**config.mk**
```make
export PLATFORM = sky130hd
export DESIGN_NAME = dbin_fifo
export DESIGN_NICKNAME = d
export VERILOG_FILES = /design/src/hw/rtl/block_density_binarizer_unit_macros.svh /design/src/hw/rtl/dbin_fifo.sv
export SDC_FILE = /design/constraint.sdc
export NUM_CORES = 1
export LEC_CHECK = 0
export ABC_AREA = 1
export BUFFER_PORTS_ARGS = -buffer_cell sky130_fd_sc_hd__clkbuf_2
export CORE_AREA = 5 5 72 74
export DETAILED_ROUTE_END_ITERATION = 12
export DIE_AREA = 0 0 77 79
export PLACE_DENSITY_LB_ADDON = 0.12
export SLEW_MARGIN = 15
export SYNTH_ARGS = -nofsm -noshare
export SYNTH_HDL_FRONTEND = slang
export SYNTH_SLANG_ARGS = --single-unit
```
**constraint.sdc**
```tcl
create_clock -name clk -period 1.5 [get_ports clk]
set_input_delay 0.45 -clock clk [delete_from_list [all_inputs] [get_ports clk]]
set_output_delay 0.45 -clock clk [all_outputs]
set_load 0.01 [all_outputs]
```
**src/hw/rtl/block_density_binarizer_unit_macros.svh**
```systemverilog
// Assertion macros used by the block density binarizer back end.
`ifndef BLOCK_DENSITY_BINARIZER_UNIT_MACROS_SVH
`define BLOCK_DENSITY_BINARIZER_UNIT_MACROS_SVH

// Same-cycle implication, disabled while reset is asserted.
`define DBIN_ASSERT(label, clk, rst_n, ante, cons, msg) \
	label: assert property (@(posedge clk) disable iff (!rst_n) (ante) |-> (cons)) \
		else $error(msg);

// Next-cycle implication, disabled while reset is asserted.
`define DBIN_ASSERT_NEXT(label, clk, rst_n, ante, cons, msg) \
	label: assert property (@(posedge clk) disable iff (!rst_n) (ante) |=> (cons)) \
		else $error(msg);

`endif

```
**src/hw/rtl/dbin_fifo.sv**
```systemverilog
// Small register-based queue with fill level.
`timescale 1ns / 1ps

module dbin_fifo #(
	parameter int WIDTH = 8,
	parameter int DEPTH = 4
) (
	input  logic                       clk,
	input  logic                       arst_n,
	input  logic                       push,
	input  logic [WIDTH-1:0]           wdata,
	input  logic                       pop,
	output logic [WIDTH-1:0]           rdata,
	output logic                       empty,
	output logic                       full,
	output logic [$clog2(DEPTH+1)-1:0] level
);

	localparam int PTR_W = $clog2(DEPTH);
	localparam int LVL_W = $clog2(DEPTH + 1);

	logic [WIDTH-1:0] mem_q [DEPTH];
	logic [PTR_W-1:0] wr_ptr_q;
	logic [PTR_W-1:0] rd_ptr_q;
	logic [LVL_W-1:0] level_q;

	// storage, no reset needed
	always_ff @(posedge clk) begin
		if (push) begin
			mem_q[wr_ptr_q] <= wdata;
		end
	end

	// pointers and fill level
	always_ff @(posedge clk or negedge arst_n) begin
		if (!arst_n) begin
			wr_ptr_q <= '0;
			rd_ptr_q <= '0;
			level_q  <= '0;
		end else begin
			if (push) begin
				wr_ptr_q <= wr_ptr_q + PTR_W'(1);
			end
			if (pop) begin
				rd_ptr_q <= rd_ptr_q + PTR_W'(1);
			end
			if (push && !pop) begin
				level_q <= level_q + LVL_W'(1);
			end else if (pop && !push) begin
				level_q <= level_q - LVL_W'(1);
			end
		end
	end

	assign rdata = mem_q[rd_ptr_q];
	assign empty = (level_q == '0);
	assign full  = (level_q == LVL_W'(DEPTH));
	assign level = level_q;

endmodule

```
==> Word-level counts from Yosys, hierarchy flattened <==
Memories as Yosys holds them, arrays and structs flattened.
Cells that the tools add are included.
{ "totals": {"regBits": 7, "ram_bits": 32, "input_bits": 12, "out_inout_bits": 13, "word_cells": 19, "n_memories": 1} }
{ "classes": {"add_sub_neg": 4, "n_eq_ne": 1, "mux": 4, "n_reduce_logical": 6} }
{ "memory_table": {"columns": ["name", "words", "width", "rd", "rd_clocked_by_memory_dff", "wr", "line_no", "rtl"], "rows": [
  ["mem_q", 4, 8, 1, 0, 1, "dbin_fifo.sv:22", "logic [WIDTH-1:0] mem_q [DEPTH];"]
]} }
{ "ops": {"columns": ["op", "count"], "rows": [
  ["$mux 3", 2],
  ["$add 2x1->2 const B", 2],
  ["$add 3x1->3 const B", 1],
  ["$eq 3x3->1 const B", 1],
  ["$logic_not 3->1", 1],
  ["$sub 3x1->3 const B", 1],
  ["$logic_and 1x1->1", 2],
  ["$logic_not 1->1", 2],
  ["$mux 1", 2],
  ["$reduce_bool 2->1", 1]
]} }

==> Depth between registers and ports, before layout <==
{ "logic_depth": {"ltp_word": 4, "mapped_depth": 9, "depth_no_buf": 9} }

==> Worst setup path after synthesis <==
Ideal clock, no wire load.
{ "synth_path": {"path_kind": "in2reg", "start": "input port pop", "end": "register level_q[2] (netlist: level[2])", "setup_time_ps": 117, "t_arrival_ps": 1295, "required_time_ps": 1383, "slack_ps": 88, "path_stages": 8, "path_buffers": 0, "path_cell_list": "inv_1 > ha_1 > inv_1 > fa_1 > nand2_1 > nand3_1 > nand2_1 > nand2_1"} }
{ "synth_via": {"elab_chain_len": 3, "elab_cells_between_ends": 5, "classes_between": "1 x mux; 4 x reduce/logical"} }
{ "synth_rtl": {"columns": ["item", "line_no", "rtl"], "rows": [
  ["start, declared", "dbin_fifo.sv:12", "input logic pop,"],
  ["$logic_not 1->1", "dbin_fifo.sv:47", "if (push && !pop) begin"],
  ["$logic_and 1x1->1", "dbin_fifo.sv:47", null],
  ["$mux 3 or $reduce_bool 2->1 (tied branches)", null, null],
  ["end signal, assigned", "dbin_fifo.sv:48", "level_q <= level_q + LVL_W'(1);"],
  ["end signal, assigned", "dbin_fifo.sv:50", "level_q <= level_q - LVL_W'(1);"],
  ["end, declared", "dbin_fifo.sv:25", "logic [LVL_W-1:0] level_q;"]
]} }
Parallel ways exist; a longest one is shown, timed or not.
A chain may end at the register's enable or synchronous reset.

==> Worst setup path in the final report <==
{ "layout_path": {"start": "register rd_ptr_q[0]", "end": "output port rdata[5]"} }
{ "layout_via": {"elab_chain_len": 1} }
{ "layout_rtl": {"columns": ["item", "line_no", "rtl"], "rows": [
  ["start, declared", "dbin_fifo.sv:24", "logic [PTR_W-1:0] rd_ptr_q;"],
  ["start signal, assigned", "dbin_fifo.sv:45", "rd_ptr_q <= rd_ptr_q + PTR_W'(1);"],
  ["$mem_v2 4x8", null, null],
  ["end, declared", "dbin_fifo.sv:13", "output logic [WIDTH-1:0] rdata,"]
]} }
Every way passes these cells.

==> impl.org <==
** Status
- Result of the run :: finished, violations left
- The final reports fail on setup timing.

** Clocking
- TritonCTS built the clock tree.
- CTS root buf :: clkbuf_8
- The H-tree was split into 2 levels.
- Number of sinks driven by the clock tree :: 39
- After clock tree synthesis, the clock-pin slew on the worst setup and hold paths is roughly 70 ps.
- Number of CTS-inserted buffers :: 5
- Buffers from clock root to sink, at most :: 2
- Clk_lat worst skew :: ~280 ps

** Pwr
- Maximum ir drop on the vdd rail :: a little under 800 uV
- In this run switching power makes up approximately 35% of total power.
- Combinational logic is responsible for between 40% and 50% of the overall power.
- Power density of the placed cells :: 1839 mW/mm^2
- Power share of the sequential group :: 41.5%
- Cell internal power was estimated by the tool at 2.482 mW.
- Leak :: approximately 0.95 nW
- The analysis attributes to net switching a power of about 1.4 mW.
- Clock power frac :: roughly 17%

** Drt
- WL final :: between 3 and 4 mm
- Vias after detailed routing :: roughly 1100
- For this run, the detailed router's first-pass iteration total came to 4.
- After detailed routing, the met2 layer carries between 1.5 and 2 mm of wire.
- After detailed routing, the met3 layer carries 132 um of wire.
- Vias/cell :: approximately 4.5
- After the first detailed-routing iteration, the DRC count stood at 69.
- Routed signal wires occupy layers up through met4.
- Post-route met1 wirelength :: around 1.3 mm
- Wire per inst :: 12.96 um
- After detailed routing, the number of remaining DRC violations is 0.
- The detail route stage leaves a number of antenna-violating nets equal to 0.

** Worst setup path
- The largest individual stage delay along the critical path comes from the cell dfrtp_1.
- The critical path is of the reg -> out type.
- Crit Reg-Reg Endpoint :: level[2]
- At the worst endpoint, the arrival time is 1250 ps.
- The critical path goes through buf_12 -> o211ai_1 -> nand2_1 -> clkbuf_2.
- The worst setup path is captured at an output pin.
- Count of cells along the worst register-to-register path :: 6
- Data required time of the worst path :: around 1100 ps
- CP Launch Type :: flop
- The worst register-to-register path has a setup slack of ~90 ps.
- The critical path starts at rd_ptr_q[0].
- Reg-to-reg startpoint :: level[0]
- Of all nets on the critical path, the largest fanout is 34.
- Highest cell delay on the worst timing path :: between 300 and 400 ps

** Run
- Across the run, the number of max-cap violations was 0.

** Global routing
- Across every metal layer, demand over resource in global routing totals about 11%.
- Summed over all layers, the global routing overflow is 0.
- The first global-routing pass estimated ~5.3 mm of wire.
- Maximum number of pins on one net before global-route repair :: 35
- Number of antenna violations at the first check in global routing :: 0
- Via count of the first global-routing pass :: around 1100

** Cells and area
- Non-filler cells, final :: 235
- After routing the design area is 0.002090 mm^2.
- Post-Route Utilization :: 46.07%
- The repair_antennas step left the layout with diodes totalling 0.
- Proportion of layout cells with a drive suffix above 1 :: a little over a quarter
- Commonest non-fill, non-tap cell in the layout :: nand2_1
- Number of nets in the layout :: between 150 and 200
- Highest-count cells in the layout ignoring fill and taps :: nand2_1 (37), edfxtp_1 (32), inv_1 (27)
- From synthesis to final layout, the design area changed by 22.61%.

** Floorplan
- The initial utilization of the core area, before any placement, comes to 37.57%.
- Die width :: 77 um
- Area of the placeable core :: ~0.0045 mm^2
- The die covers roughly 0.0061 mm^2.
- Die Y :: 79 um
- In this run the count of I/O pins placed on the die edge is 25.
- Number of standard-cell rows in the floorplan :: 25

** Synthesis
- Synthesis produced a netlist with a net count of about 160.
- Sequential element share of the synthesized area :: between 60 and 70%
- Cell count after synthesis :: 141
- Of the post-synthesis cell area, the dominant cell type holds between 50 and 60%.
- The Yosys step of the flow raised 0 warnings.
- Main area contributors after synthesis :: edfxtp_1 (56%), dfrtp_1 (10%), nand2_1 (8.1%)
- The synthesized design spends more area on one cell type than any other, namely edfxtp_1.
- The cell area that synthesis handed to floorplanning was about 0.0017 mm^2.
- In this run the mean area of a mapped cell was 12.09 um^2.
- Flip-flop and latch count after synthesis :: 39
- The netlist uses 18 different library cells.

** STA
- Maximum achievable frequency :: just under 600 MHz
- Minimum clock period :: roughly 1700 ps
- Final number of hold-violating endpoints :: 0
- Actual transition at the worst max-transition pin :: roughly 200 ps
- Setup violations remaining at the end of the flow were counted as 8.
- Across all setup checks in the final design, the least slack found is -196.1 ps.
- Measured against its own limit, the worst slew margin works out to between 80 and 90%.
- Setup repair after global routing could not meet its margin everywhere.
- Clock skew on the completed layout was measured at about 3.2 ps.
- The final critical path takes up 113.1% of the cycle.
- Max Transition Viols Final :: 0

** Hold path
- For hold timing, the worst endpoint is mem_q[3][4].
- Cell count of the worst hold path :: 1
- The worst hold path begins at wdata[4].
- Class of the worst hold path :: in -> reg

** Place
- In this run, placement finished with an instance count of roughly 220.
- Input and output buffers added on the ports amount to 24.
- Summed over all nets, the half-perimeter wirelength after detailed placement is 2.130 mm.
- At the placement stage, the worst setup path has a slack of -100.9 ps.
- After detailed placement, the total cell area comes to 0.001962 mm^2.
- Routability-driven placement finished with a final weighted congestion of just under 0.7.
what timing repair did:
item                       CTS  global route
setup endpoints to repair   10            11
hold endpoints to repair     7             0
pin swaps                    0             3
hold buffers                 1             0
gates resized for setup      4             2
setup buffers                3             0
critical path: cells and delay by family, from the launching register on:
family | cells | cell delay, ps
DFF | 1 | 390
buffers and inverters | 2 | 300
AOI/OAI and AO/OA | 1 | 190
and+or+nand+nor | 1 | 70
layer usage:
metal	track usage, %	vias to the layer above
met5	0	-
met4	4.124	0
met3	3.741	6
met2	18.76	16
met1	13.41	497
li1	-	545
flip-flops by register name (all words and copies together), names as in the netlist:
name / count
mem_q: 32
rd_ptr_q: 2
wr_ptr_q: 2
level: 3
through the flow:
stage	TNS (ps)	power (mW)	hold WS, ps
6_report	-1446	3.842	378.8
4_1_cts	-1641	3.907	369.2
2_1_floorplan	0	2.561	154.4
5_1_grt	-2159	4.151	367.3
3_3_place_gp	-36.68	3.112	300.0
3_5_place_dp	-100.9	3.149	301.5
synthesized netlist by cell type:
master	count
buf_2	1
o21ai_1	1
ha_1	5
dfrtp_1	7
nor3_1	2
inv_2	1
xnor2_1	1
nand4_1	1
clkbuf_2	1
fa_1	1
xor2_1	3
o211ai_1	15
nand3_1	1
edfxtp_1	32
nand2_1	37
buf_6	4
o211ai_2	1
inv_1	27
final cells by class:
class / instances / area [um^2]
inverters: 28 / 107.6
flip-flops and latches: 39 / 1137
fillers: 437 / 2446
well taps: 54 / 67.56
clock buffers: 7 / 76.32
repair buffers: 38 / 277.8
clock inverters: 1 / 5.005
multi-input cells: 68 / 417.9
worst max path at each step:
stage | to | cells after the start
5_1_grt | rdata[3] | 4
3_5_place_dp | level[2] | 9
3_3_place_gp | level[2] | 9
2_1_floorplan | level[2] | 8
4_1_cts | rdata[7] | 4
6_report | rdata[5] | 4
power groups by stage:
stage	Clock (mW)	Combinational [mW]	Sequential (mW)
finish	0.666	1.58	1.59
CTS	0.684	1.63	1.60
global placement	0	1.50	1.61
floorplan	0	0.964	1.60
detailed placement	0	1.52	1.63
global route	0.743	1.78	1.63
logic make-up after synthesis:
family	after synthesis	share of synthesized area, %
simple gates	41	9.398
flops	39	66.67
buf+inv	34	9.397
compound gates	17	7.636
fa+ha+maj	6	4.846
xor+xnor	4	2.056
Note: power is estimated with default switching activity, not from simulation.
