===== config.mk =====
export PLATFORM = sky130hd
export DESIGN_NAME = dbin_front
export DESIGN_NICKNAME = d
export VERILOG_FILES = /design/src/hw/rtl/block_density_binarizer_unit_macros.svh /design/src/hw/rtl/dbin_pkg.sv /design/src/hw/rtl/dbin_front.sv
export SDC_FILE = /design/constraint.sdc
export NUM_CORES = 1
export LEC_CHECK = 0
export ABC_AREA = 0
export BUFFER_PORTS_ARGS = -buffer_cell sky130_fd_sc_hd__buf_4
export CORE_AREA = 5 5 92 94
export DETAILED_ROUTE_END_ITERATION = 10
export DIE_AREA = 0 0 97 99
export PLACE_DENSITY = 0.85
export SETUP_SLACK_MARGIN = 0.5
export SYNTH_ARGS = -nofsm -noshare
export SYNTH_HDL_FRONTEND = slang
export SYNTH_SLANG_ARGS = --single-unit

===== constraint.sdc =====
create_clock -name clk -period 4.5 [get_ports clk]
set_clock_uncertainty 0.15 [all_clocks]
set_input_delay 0.45 -clock clk [delete_from_list [all_inputs] [get_ports clk]]
set_output_delay 0.45 -clock clk [all_outputs]
set_load 0.01 [all_outputs]

===== src/hw/rtl/block_density_binarizer_unit_macros.svh =====
// Assertion macros used by the block density binarizer back end.
`ifndef BLOCK_DENSITY_BINARIZER_UNIT_MACROS_SVH
`define BLOCK_DENSITY_BINARIZER_UNIT_MACROS_SVH

// Same-cycle implication, disabled while reset is asserted.
`define DBIN_ASSERT(label, clk, rst_n, ante, cons, msg) \
	label: assert property (@(posedge clk) disable iff (!rst_n) (ante) |-> (cons)) \
		else $error(msg);

// Next-cycle implication, disabled while reset is asserted.
`define DBIN_ASSERT_NEXT(label, clk, rst_n, ante, cons, msg) \
	label: assert property (@(posedge clk) disable iff (!rst_n) (ante) |=> (cons)) \
		else $error(msg);

`endif


===== src/hw/rtl/dbin_pkg.sv =====
// Package with shared types and constants of the block density binarizer.
`timescale 1ns / 1ps

package dbin_pkg;

	// fixed field widths of the result item
	localparam int BLOCK_IDX_W = 11;
	localparam int COUNT_OUT_W = 11;
	localparam int COLOR_W     = 8;

	localparam logic [COLOR_W-1:0] COLOR_SET   = 8'd255;
	localparam logic [COLOR_W-1:0] COLOR_CLEAR = 8'd0;

	// only this bit of a mask pixel is counted
	localparam logic [7:0] PIXEL_SET_MASK = 8'h01;

	// configuration register indexes
	localparam logic [1:0] REG_LOG2_BLOCK = 2'd0;
	localparam logic [1:0] REG_THRESHOLD  = 2'd1;
	localparam logic [1:0] REG_WIDTH      = 2'd2;
	localparam logic [1:0] REG_HEIGHT     = 2'd3;

	// configuration reset values
	localparam logic [2:0]  RST_LOG2_BLOCK = 3'd3;
	localparam logic [10:0] RST_THRESHOLD  = 11'd0;
	localparam logic [11:0] RST_WIDTH      = 12'd640;
	localparam logic [11:0] RST_HEIGHT     = 12'd480;

	// queue depths (powers of two)
	localparam int CQ_DEPTH = 4;
	localparam int RQ_DEPTH = 4;

	typedef struct packed {
		logic [BLOCK_IDX_W-1:0] block_row;
		logic [BLOCK_IDX_W-1:0] block_col;
		logic [COLOR_W-1:0]     block_color;
		logic [COUNT_OUT_W-1:0] set_count;
	} dbin_result_t;

endpackage


===== src/hw/rtl/dbin_front.sv =====
// Front end: tracks raster position and classifies each pixel against the block grid.
`timescale 1ns / 1ps

module dbin_front import dbin_pkg::*; #(
	parameter int MAX_WIDTH      = 2048,
	parameter int MAX_HEIGHT     = 2048,
	parameter int MAX_LOG2_BLOCK = 5
) (
	input  logic                          clk,
	input  logic                          arst_n,
	input  logic                          accept,
	input  logic [7:0]                    pixel_value,
	input  logic                          frame_start,
	input  logic [2:0]                    cfg_log2,
	input  logic [11:0]                   cfg_width,
	input  logic [11:0]                   cfg_height,
	output logic                          item_push,
	output logic                          item_bit,
	output logic                          item_first,
	output logic                          item_last,
	output logic [$clog2(MAX_WIDTH)-1:0]  item_bc,
	output logic [BLOCK_IDX_W-1:0]        item_br
);

	localparam int COL_W = $clog2(MAX_WIDTH);
	localparam int ROW_W = $clog2(MAX_HEIGHT);
	localparam int W_W   = $clog2(MAX_WIDTH + 1);
	localparam int H_W   = $clog2(MAX_HEIGHT + 1);
	localparam int LG_W  = $clog2(MAX_LOG2_BLOCK + 1);

	logic [COL_W-1:0] col_q;
	logic [ROW_W-1:0] row_q;

	logic [LG_W-1:0]  lg;
	logic [31:0]      w32;
	logic [31:0]      h32;
	logic [W_W-1:0]   w;
	logic [H_W-1:0]   h;
	logic [COL_W-1:0] col_cur;
	logic [ROW_W-1:0] row_cur;
	logic [COL_W-1:0] bc;
	logic [ROW_W-1:0] br;
	logic [31:0]      br32;
	logic [COL_W-1:0] col_mask;
	logic [ROW_W-1:0] row_mask;
	logic             in_block;
	logic [W_W:0]     col_inc;
	logic [H_W:0]     row_inc;
	logic             col_wrap;
	logic             row_wrap;

	// saturate the exponent and frame sizes; a zero frame size counts as one
	always_comb begin
		lg  = (32'(cfg_log2) > 32'(MAX_LOG2_BLOCK)) ? LG_W'(MAX_LOG2_BLOCK)
		                                            : LG_W'(cfg_log2);
		w32 = (cfg_width == '0) ? 32'd1 :
		      (32'(cfg_width) > 32'(MAX_WIDTH)) ? 32'(MAX_WIDTH) : 32'(cfg_width);
		h32 = (cfg_height == '0) ? 32'd1 :
		      (32'(cfg_height) > 32'(MAX_HEIGHT)) ? 32'(MAX_HEIGHT) : 32'(cfg_height);
		w   = w32[W_W-1:0];
		h   = h32[H_W-1:0];
	end

	// block coordinates and position inside the block
	always_comb begin
		col_cur  = frame_start ? '0 : col_q;
		row_cur  = frame_start ? '0 : row_q;
		bc       = col_cur >> lg;
		br       = row_cur >> lg;
		br32     = 32'(br);
		col_mask = COL_W'((32'd1 << lg) - 32'd1);
		row_mask = ROW_W'((32'd1 << lg) - 32'd1);
		in_block = (W_W'(bc) < (w >> lg)) && (H_W'(br) < (h >> lg));
	end

	assign item_push  = accept && in_block;
	assign item_bit   = |(pixel_value & PIXEL_SET_MASK);
	assign item_first = ((col_cur & col_mask) == '0) && ((row_cur & row_mask) == '0);
	assign item_last  = ((col_cur & col_mask) == col_mask)
	                 && ((row_cur & row_mask) == row_mask);
	assign item_bc    = bc;
	assign item_br    = br32[BLOCK_IDX_W-1:0];

	// next raster position
	always_comb begin
		col_inc  = (W_W+1)'(col_cur) + (W_W+1)'(1);
		row_inc  = (H_W+1)'(row_cur) + (H_W+1)'(1);
		col_wrap = col_inc >= (W_W+1)'(w);
		row_wrap = row_inc >= (H_W+1)'(h);
	end

	always_ff @(posedge clk or negedge arst_n) begin
		if (!arst_n) begin
			col_q <= '0;
			row_q <= '0;
		end else if (accept) begin
			if (col_wrap) begin
				col_q <= '0;
				row_q <= row_wrap ? '0 : row_inc[ROW_W-1:0];
			end else begin
				col_q <= col_inc[COL_W-1:0];
				row_q <= row_cur;
			end
		end
	end

endmodule


## Yosys cells after proc, flatten, opt, wreduce, memory -nomap -nowiden

Index checks and enable logic that the tools add are counted.

- Flip-flop bits (word level): 22
- Word-level logic and storage cells: 39
- Bits of input ports: 39

- Order comparisons: 7
- Muxes and demuxes: 10
- Reduce and logical (&&, ||, !) cells: 8
- Bitwise gates (word level): 2
- Eq/ne operators: 2
- Shifts and indexed selects: 5
- $add $sub $neg: 3

Operators with widths:

| operator | count |
|---|---|
| $mux 11 | 5 |
| $mux 12 | 4 |
| $add 11x1->12 const B | 2 |
| $ge 12x12->1 | 2 |
| $gt 12x12->1 const B | 2 |
| $logic_not 12->1 | 2 |
| $lt 11x12->1 | 2 |
| $shr 12x3->12 | 2 |
| $and 11x11->11 | 2 |
| $eq 11x11->1 | 2 |
| $logic_not 11->1 | 2 |
| $shr 11x3->11 | 2 |
| $shl 1x3->11 const A | 1 |
| $sub 11x1->11 const B | 1 |
| $logic_and 1x1->1 | 4 |
| $gt 3x3->1 const B | 1 |
| $mux 3 | 1 |

## Logic depth before layout (Yosys ltp)

- Word-level depth: 7
- Mapped depth: 17

## Worst setup path before layout

Ideal clock, no wire load.

- Path type: input to output
- Start: input port cfg_log2[1]
- End: output port item_push
- Buffers on the path: 3
- Required time: 3900 ps
- Cell stages on the path: 15
- Setup slack: 76 ps
- Arrival: 3824 ps
- Cells stage by stage: clkbuf_1 > a21o_1 > clkbuf_1 > clkbuf_1 > nand2_1 > a21oi_1 > mux2i_1 > o21ai_0 > ha_1 > a21o_1 > a21o_1 > a211oi_1 > o211ai_1 > o311a_1 > a211oi_1

- Longest elaborated chain between the ends: 6
- Elaborated cells between the ends (all ways): 10
- Classes of those cells: order compare: 3; shift: 4; mux: 1; reduce/logical: 2

RTL lines:

| item | RTL line | text |
|---|---|---|
| start, declared | dbin_front.sv:14 | `input logic [2:0] cfg_log2,` |
| $gt 3x3->1 | dbin_front.sv:54 | `lg = (32'(cfg_log2) > 32'(MAX_LOG2_BLOCK)) ? LG_W'(MAX_LOG2_BLOCK)` |
| $mux 3 (*) | dbin_front.sv:54 |  |
| $shr 11x3->11 (*) | dbin_front.sv:69 | `br = row_cur >> lg;` |
| net item_br[5] | dbin_front.sv:22 | `output logic [BLOCK_IDX_W-1:0] item_br` |
| $lt 11x12->1 (*) | dbin_front.sv:73 | `in_block = (W_W'(bc) < (w >> lg)) && (H_W'(br) < (h >> lg));` |
| $logic_and 1x1->1 (*) | dbin_front.sv:73 |  |
| $logic_and 1x1->1 (*) | dbin_front.sv:76 | `assign item_push = accept && in_block;` |
| end, declared | dbin_front.sv:17 | `output logic item_push,` |

Mark *: on every way through the listed nets, which the timed path passes. The rest lies on a longest branch.

## Worst setup path after layout

- Start: register row_q[0]
- End: register row_q[2]

- Longest elaborated chain between the ends: 5

RTL lines:

| item | RTL line | text |
|---|---|---|
| start, declared | dbin_front.sv:32 | `logic [ROW_W-1:0] row_q;` |
| start signal, assigned | dbin_front.sv:99 | `row_q <= row_wrap ? '0 : row_inc[ROW_W-1:0];` |
| start signal, assigned | dbin_front.sv:102 | `row_q <= row_cur;` |
| $mux 11 (*) | dbin_front.sv:67 | `row_cur = frame_start ? '0 : row_q;` |
| $add 11x1->12 (*) | dbin_front.sv:87 | `row_inc = (H_W+1)'(row_cur) + (H_W+1)'(1);` |
| $ge 12x12->1 | dbin_front.sv:89 | `row_wrap = row_inc >= (H_W+1)'(h);` |
| $mux 11 (*) | dbin_front.sv:99 |  |
| $mux 11 (*) | dbin_front.sv:97 | `if (col_wrap) begin` |

Mark *: on every way between the ends. The rest lies on a longest branch, timed or not.
A chain may end at the register's enable or synchronous reset.

==> flow_metrics.env <==
export IMPL_stdcell_count=749
export IMPL_synthesis_area_sq_um=4290
export IMPL_cts_sinks=22
export IMPL_irDropWorstVdd_v=0.000147
export IMPL_reg2reg_setup_slack_ns=0.65
export IMPL_place_congestion=0.928
export IMPL_max_fo_critical_path=8
export IMPL_avg_vias_per_cell=6.61
export IMPL_seq_cell_area_sq_um=552
export IMPL_maxSlewHeadroom_pct=49.2
export IMPL_drv_slew=0
export IMPL_synth_top_cell_area_share_pct=13.4
export IMPL_p_per_area_nw_per_um2=142
export IMPL_run_status="finished, final reports clean"
export IMPL_synth_compound_area_share_pct=28.4
export IMPL_min_period_over_period_pct=85.7
export IMPL_leading_area_contributor_after_synthesis="sky130_fd_sc_hd__ha_1"
export IMPL_critPathTopFamily="simple AND/OR/NAND/NOR gates"
export IMPL_vias_in_the_first_global_route=4721
export IMPL_dominant_combinational_cell_family_by_area_after_synthesis="simple AND/OR/NAND/NOR gates"
export IMPL_synth_lib_cells_used_distinct=71
export IMPL_worst_hold_startpoint="accept"
export IMPL_grt_antenna_before_repair=0
export IMPL_final_hold_viol_count=0
export IMPL_pin_count=65
export IMPL_synth_async_sr_flop_share_pct=100
export IMPL_area_of_combinational_cells_with_multiple_inputs_sq_um=3610
export IMPL_timing_hold_worst_class="input pin to register"
export IMPL_synth_seq_area_share_pct=12.8
export IMPL_fillCellCount=631
export IMPL_die_width_um=97
export IMPL_crit_path_start_kind="register"
export IMPL_sequentialPowerShare_pct=32.1
export IMPL_area_growth_syn_to_layout_pct=15.9
export IMPL_combPwrFrac_pct=46.8
export IMPL_cts_root_buffer="sky130_fd_sc_hd__clkbuf_8"
export IMPL_yosys_warning_total=0
export IMPL_hpwl_um=10300
export IMPL_worstPathCellList="nand2b_1, inv_1, ha_2, and3_1, nand4b_1, nor2_2, nand3_1, xnor2_1, ha_1, o21ai_0, or3_1, o32ai_2, nor2_2, a22o_1, a211o_1"
export IMPL_timing_rr_start="row_q[0]"
export IMPL_coreArea_sq_um=7570
export IMPL_synth_avg_cell_area_sq_um=7.00
export IMPL_cellLeakagePower_nw=2.14
export IMPL_diodes=0
export IMPL_vias=4949
export IMPL_tritoncts_clock_tree="done"
export IMPL_row_count=32
export IMPL_critical_path_required_ns=4.51
export IMPL_yosys_area_share_simple_pct=30.1
export IMPL_post_place_cells=737
export IMPL_syn_instance_count=613
export IMPL_worstPathBufferInverterCount=1
export IMPL_worstMarginPinSlew_ns=0.743
export IMPL_synth_fp_nets=698
export IMPL_power_internal_mw=0.420
export IMPL_maximum_number_of_pins_on_one_net_before_global_route_repair=44
export IMPL_insertion_delay_ns=0.27
export IMPL_r2r_end="row_q[2]"
export IMPL_global_route_overflow_total=0
export IMPL_highest_clock_frequency_the_design_can_meet_ghz=0.259
export IMPL_synth_flop_cell="sky130_fd_sc_hd__dfrtp_1"
export IMPL_swShare_pct=40.5
export IMPL_clk_transition_reported_paths_ns=0.08
export IMPL_die_h_um=99
export IMPL_post_drt_wl_per_cell_um=18.0
export IMPL_drc_errors=0
export IMPL_worst_path_max_stage_delay_ns=0.44
export IMPL_crit_arrival_ns=3.87
export IMPL_muxShareOfSynthArea_pct=6.10
export IMPL_yosysMostFrequentCell="sky130_fd_sc_hd__nand2_1"
export IMPL_timing_critical_path_slowest_stage_cell="sky130_fd_sc_hd__dfrtp_2"
export IMPL_synth_enable_flop_cells=0
export IMPL_worst_r2r_cell_count=15
export IMPL_proportion_of_layout_cells_with_a_drive_suffix_above_1_pct=17.2
export IMPL_synthTopCellsByCount="sky130_fd_sc_hd__nand2_1, sky130_fd_sc_hd__nor2_1, sky130_fd_sc_hd__ha_1"
export IMPL_groute_usage_overall_pct=26.7
export IMPL_finalWirelength_um=13400
export IMPL_yosys_top_cells_area="sky130_fd_sc_hd__ha_1, sky130_fd_sc_hd__dfrtp_1, sky130_fd_sc_hd__nand2_1"
export IMPL_report_final_setup_viol=0
export IMPL_setup_repair_after_global_routing_missed_its_margin="true"
export IMPL_ctsHtreeMaxLevel=1
export IMPL_cts_buffers=3
export IMPL_power_switching_mw=0.286
export IMPL_worst_setup_path_end_kind="register"
export IMPL_starting_density_pct=56.7
export IMPL_synthesized_area_fraction_occupied_by_adder_cells_pct=13.4
export IMPL_crit_type="register to register"
export IMPL_drt_antenna_violating_nets=0
export IMPL_grt_pass1_wl_um=22100
export IMPL_layout_min_cycle_time_ns=3.85
export IMPL_fin_setup_tns_ns=0
export IMPL_dieArea_sq_um=9600
export IMPL_critical_path_top_cell_by_count="sky130_fd_sc_hd__nor2_2"
export IMPL_cap_violations=0
export IMPL_drt_pre_antenna_iters=5
export IMPL_nets=733
export IMPL_worst_min_delay_path_endpoint="col_q[5]"
export IMPL_hold_depth=3
export IMPL_first_iter_violations=429
export IMPL_port_buffers=55
export IMPL_yosys_reg_bits=22
export IMPL_post_synth_xor_area_fraction_pct=3.47
export IMPL_power_frac_clock_pct=21.1
export IMPL_cts_buffer_depth=2
[per-stage QoR]
stage / util (%) / power, mW / worst slack [ns] / instance area [sq um] / hold WS (ns)
4_1_cts: 63.7 / 0.682 / 0.507 / 4820 / 0.426
3_5_place_dp: 62.6 / 0.536 / 0.330 / 4740 / 0.207
3_3_place_gp: 62.6 / 0.522 / 0.416 / 4740 / 0.203
5_1_grt: 65.7 / 0.749 / 0.447 / 4970 / 0.432
2_1_floorplan: - / 0.437 / 0.472 / 4310 / 0.00441
6_report: 65.7 / 0.706 / 0.645 / 4970 / 0.424
[worst register-to-register path, cell delays in order, from the launching register on]
cell                       delay (ns)
sky130_fd_sc_hd__dfrtp_2         0.44
sky130_fd_sc_hd__nand2b_1        0.12
sky130_fd_sc_hd__inv_1           0.16
sky130_fd_sc_hd__ha_2            0.25
sky130_fd_sc_hd__and3_1          0.21
sky130_fd_sc_hd__nand4b_1        0.21
sky130_fd_sc_hd__nor2_2          0.18
sky130_fd_sc_hd__nand3_1         0.11
sky130_fd_sc_hd__xnor2_1         0.16
sky130_fd_sc_hd__ha_1            0.29
sky130_fd_sc_hd__o21ai_0         0.13
sky130_fd_sc_hd__or3_1           0.41
sky130_fd_sc_hd__o32ai_2         0.28
sky130_fd_sc_hd__nor2_2          0.16
sky130_fd_sc_hd__a22o_1          0.21
sky130_fd_sc_hd__a211o_1         0.26
[cell families after synthesis]
family	count (synthesis)
AND/OR/NAND/NOR	264
AO/OA/AOI/OAI	179
buffers and inverters	61
adder cells (fa/ha/maj)	46
multiplexers	24
flip-flops	22
XOR/XNOR	17
[power groups by stage]
stage	Sequential [mW]	Clock (mW)	Combinational [mW]
floorplan	0.218	0	0.220
detailed placement	0.228	0	0.307
global route	0.227	0.157	0.365
finish	0.227	0.149	0.331
global placement	0.228	0	0.294
CTS	0.225	0.146	0.312
[what timing repair did]
action / in CTS / in global routing
hold buffers: 1 / 0
buffers inserted: 0 / 5
pin swaps: 0 / 4
endpoints found under the setup margin: 1 / 17
gates resized for setup: 4 / 28
cloned: 0 / 2
hold endpoints to repair: 22 / 0
[flip-flops by register name, indices dropped and copies added, names as in the netlist]
| signal | cells |
|---|---|
| col_q | 11 |
| row_q | 11 |
[layout by cell type (no fill, tap or decap), types with 4 or more instances in the layout]
cell type and count:
sky130_fd_sc_hd__buf_4 66, sky130_fd_sc_hd__o211ai_1 7, sky130_fd_sc_hd__nand2b_1 15, sky130_fd_sc_hd__xor2_1 7, sky130_fd_sc_hd__a21oi_1 32, sky130_fd_sc_hd__o21ai_0 36, sky130_fd_sc_hd__nor3_1 11, sky130_fd_sc_hd__o21ai_2 4
sky130_fd_sc_hd__o32a_1 4, sky130_fd_sc_hd__mux2_2 4, sky130_fd_sc_hd__a21o_1 10, sky130_fd_sc_hd__xnor2_1 10, sky130_fd_sc_hd__nor4_1 6, sky130_fd_sc_hd__nor2b_1 25, sky130_fd_sc_hd__o21a_1 6, sky130_fd_sc_hd__nor4b_1 4
sky130_fd_sc_hd__and3_1 4, sky130_fd_sc_hd__inv_1 17, sky130_fd_sc_hd__a211oi_1 11, sky130_fd_sc_hd__ha_1 45, sky130_fd_sc_hd__dfrtp_1 21, sky130_fd_sc_hd__o21ai_1 4, sky130_fd_sc_hd__nand2_1 88, sky130_fd_sc_hd__nand4_1 7
sky130_fd_sc_hd__nor2_1 66, sky130_fd_sc_hd__a31oi_1 10, sky130_fd_sc_hd__nand3_1 9, sky130_fd_sc_hd__or3_1 5, sky130_fd_sc_hd__a41oi_1 6, sky130_fd_sc_hd__a22o_1 8, sky130_fd_sc_hd__clkbuf_8 4, sky130_fd_sc_hd__o2bb2ai_1 6
sky130_fd_sc_hd__mux2i_1 17
[cell type report]
| cell class | count | share of cell area [%] |
|---|---|---|
| inverter | 19 | 1.51 |
| sequential | 22 | 11.1 |
| clock buffer | 4 | 1.11 |
| tap | 102 | 2.57 |
| timing repair buffer | 70 | 11.0 |
| multi-input combinational | 532 | 72.7 |
[how the worst max path moves through the flow]
| stage | start | end | cells after the start |
|---|---|---|---|
| floorplan | cfg_log2[1] | item_push | 15 |
| global placement | cfg_log2[0] | item_push | 14 |
| detailed placement | cfg_log2[0] | item_push | 14 |
| CTS | row_q[0] | row_q[2] | 15 |
| global route | frame_start | col_q[8] | 15 |
| finish | row_q[0] | row_q[2] | 15 |
[layer usage]
layer | vias to the layer above | GRT usage (%) | wire length (um)
met4 | 0 | 10.5 | 530
met5 | - | 0 | 0
met2 | 263 | 48.5 | 6610
li1 | 2321 | - | -
met1 | 2308 | 31.6 | 5320
met3 | 57 | 3.96 | 987
Power figures use the tool's default switching activity.
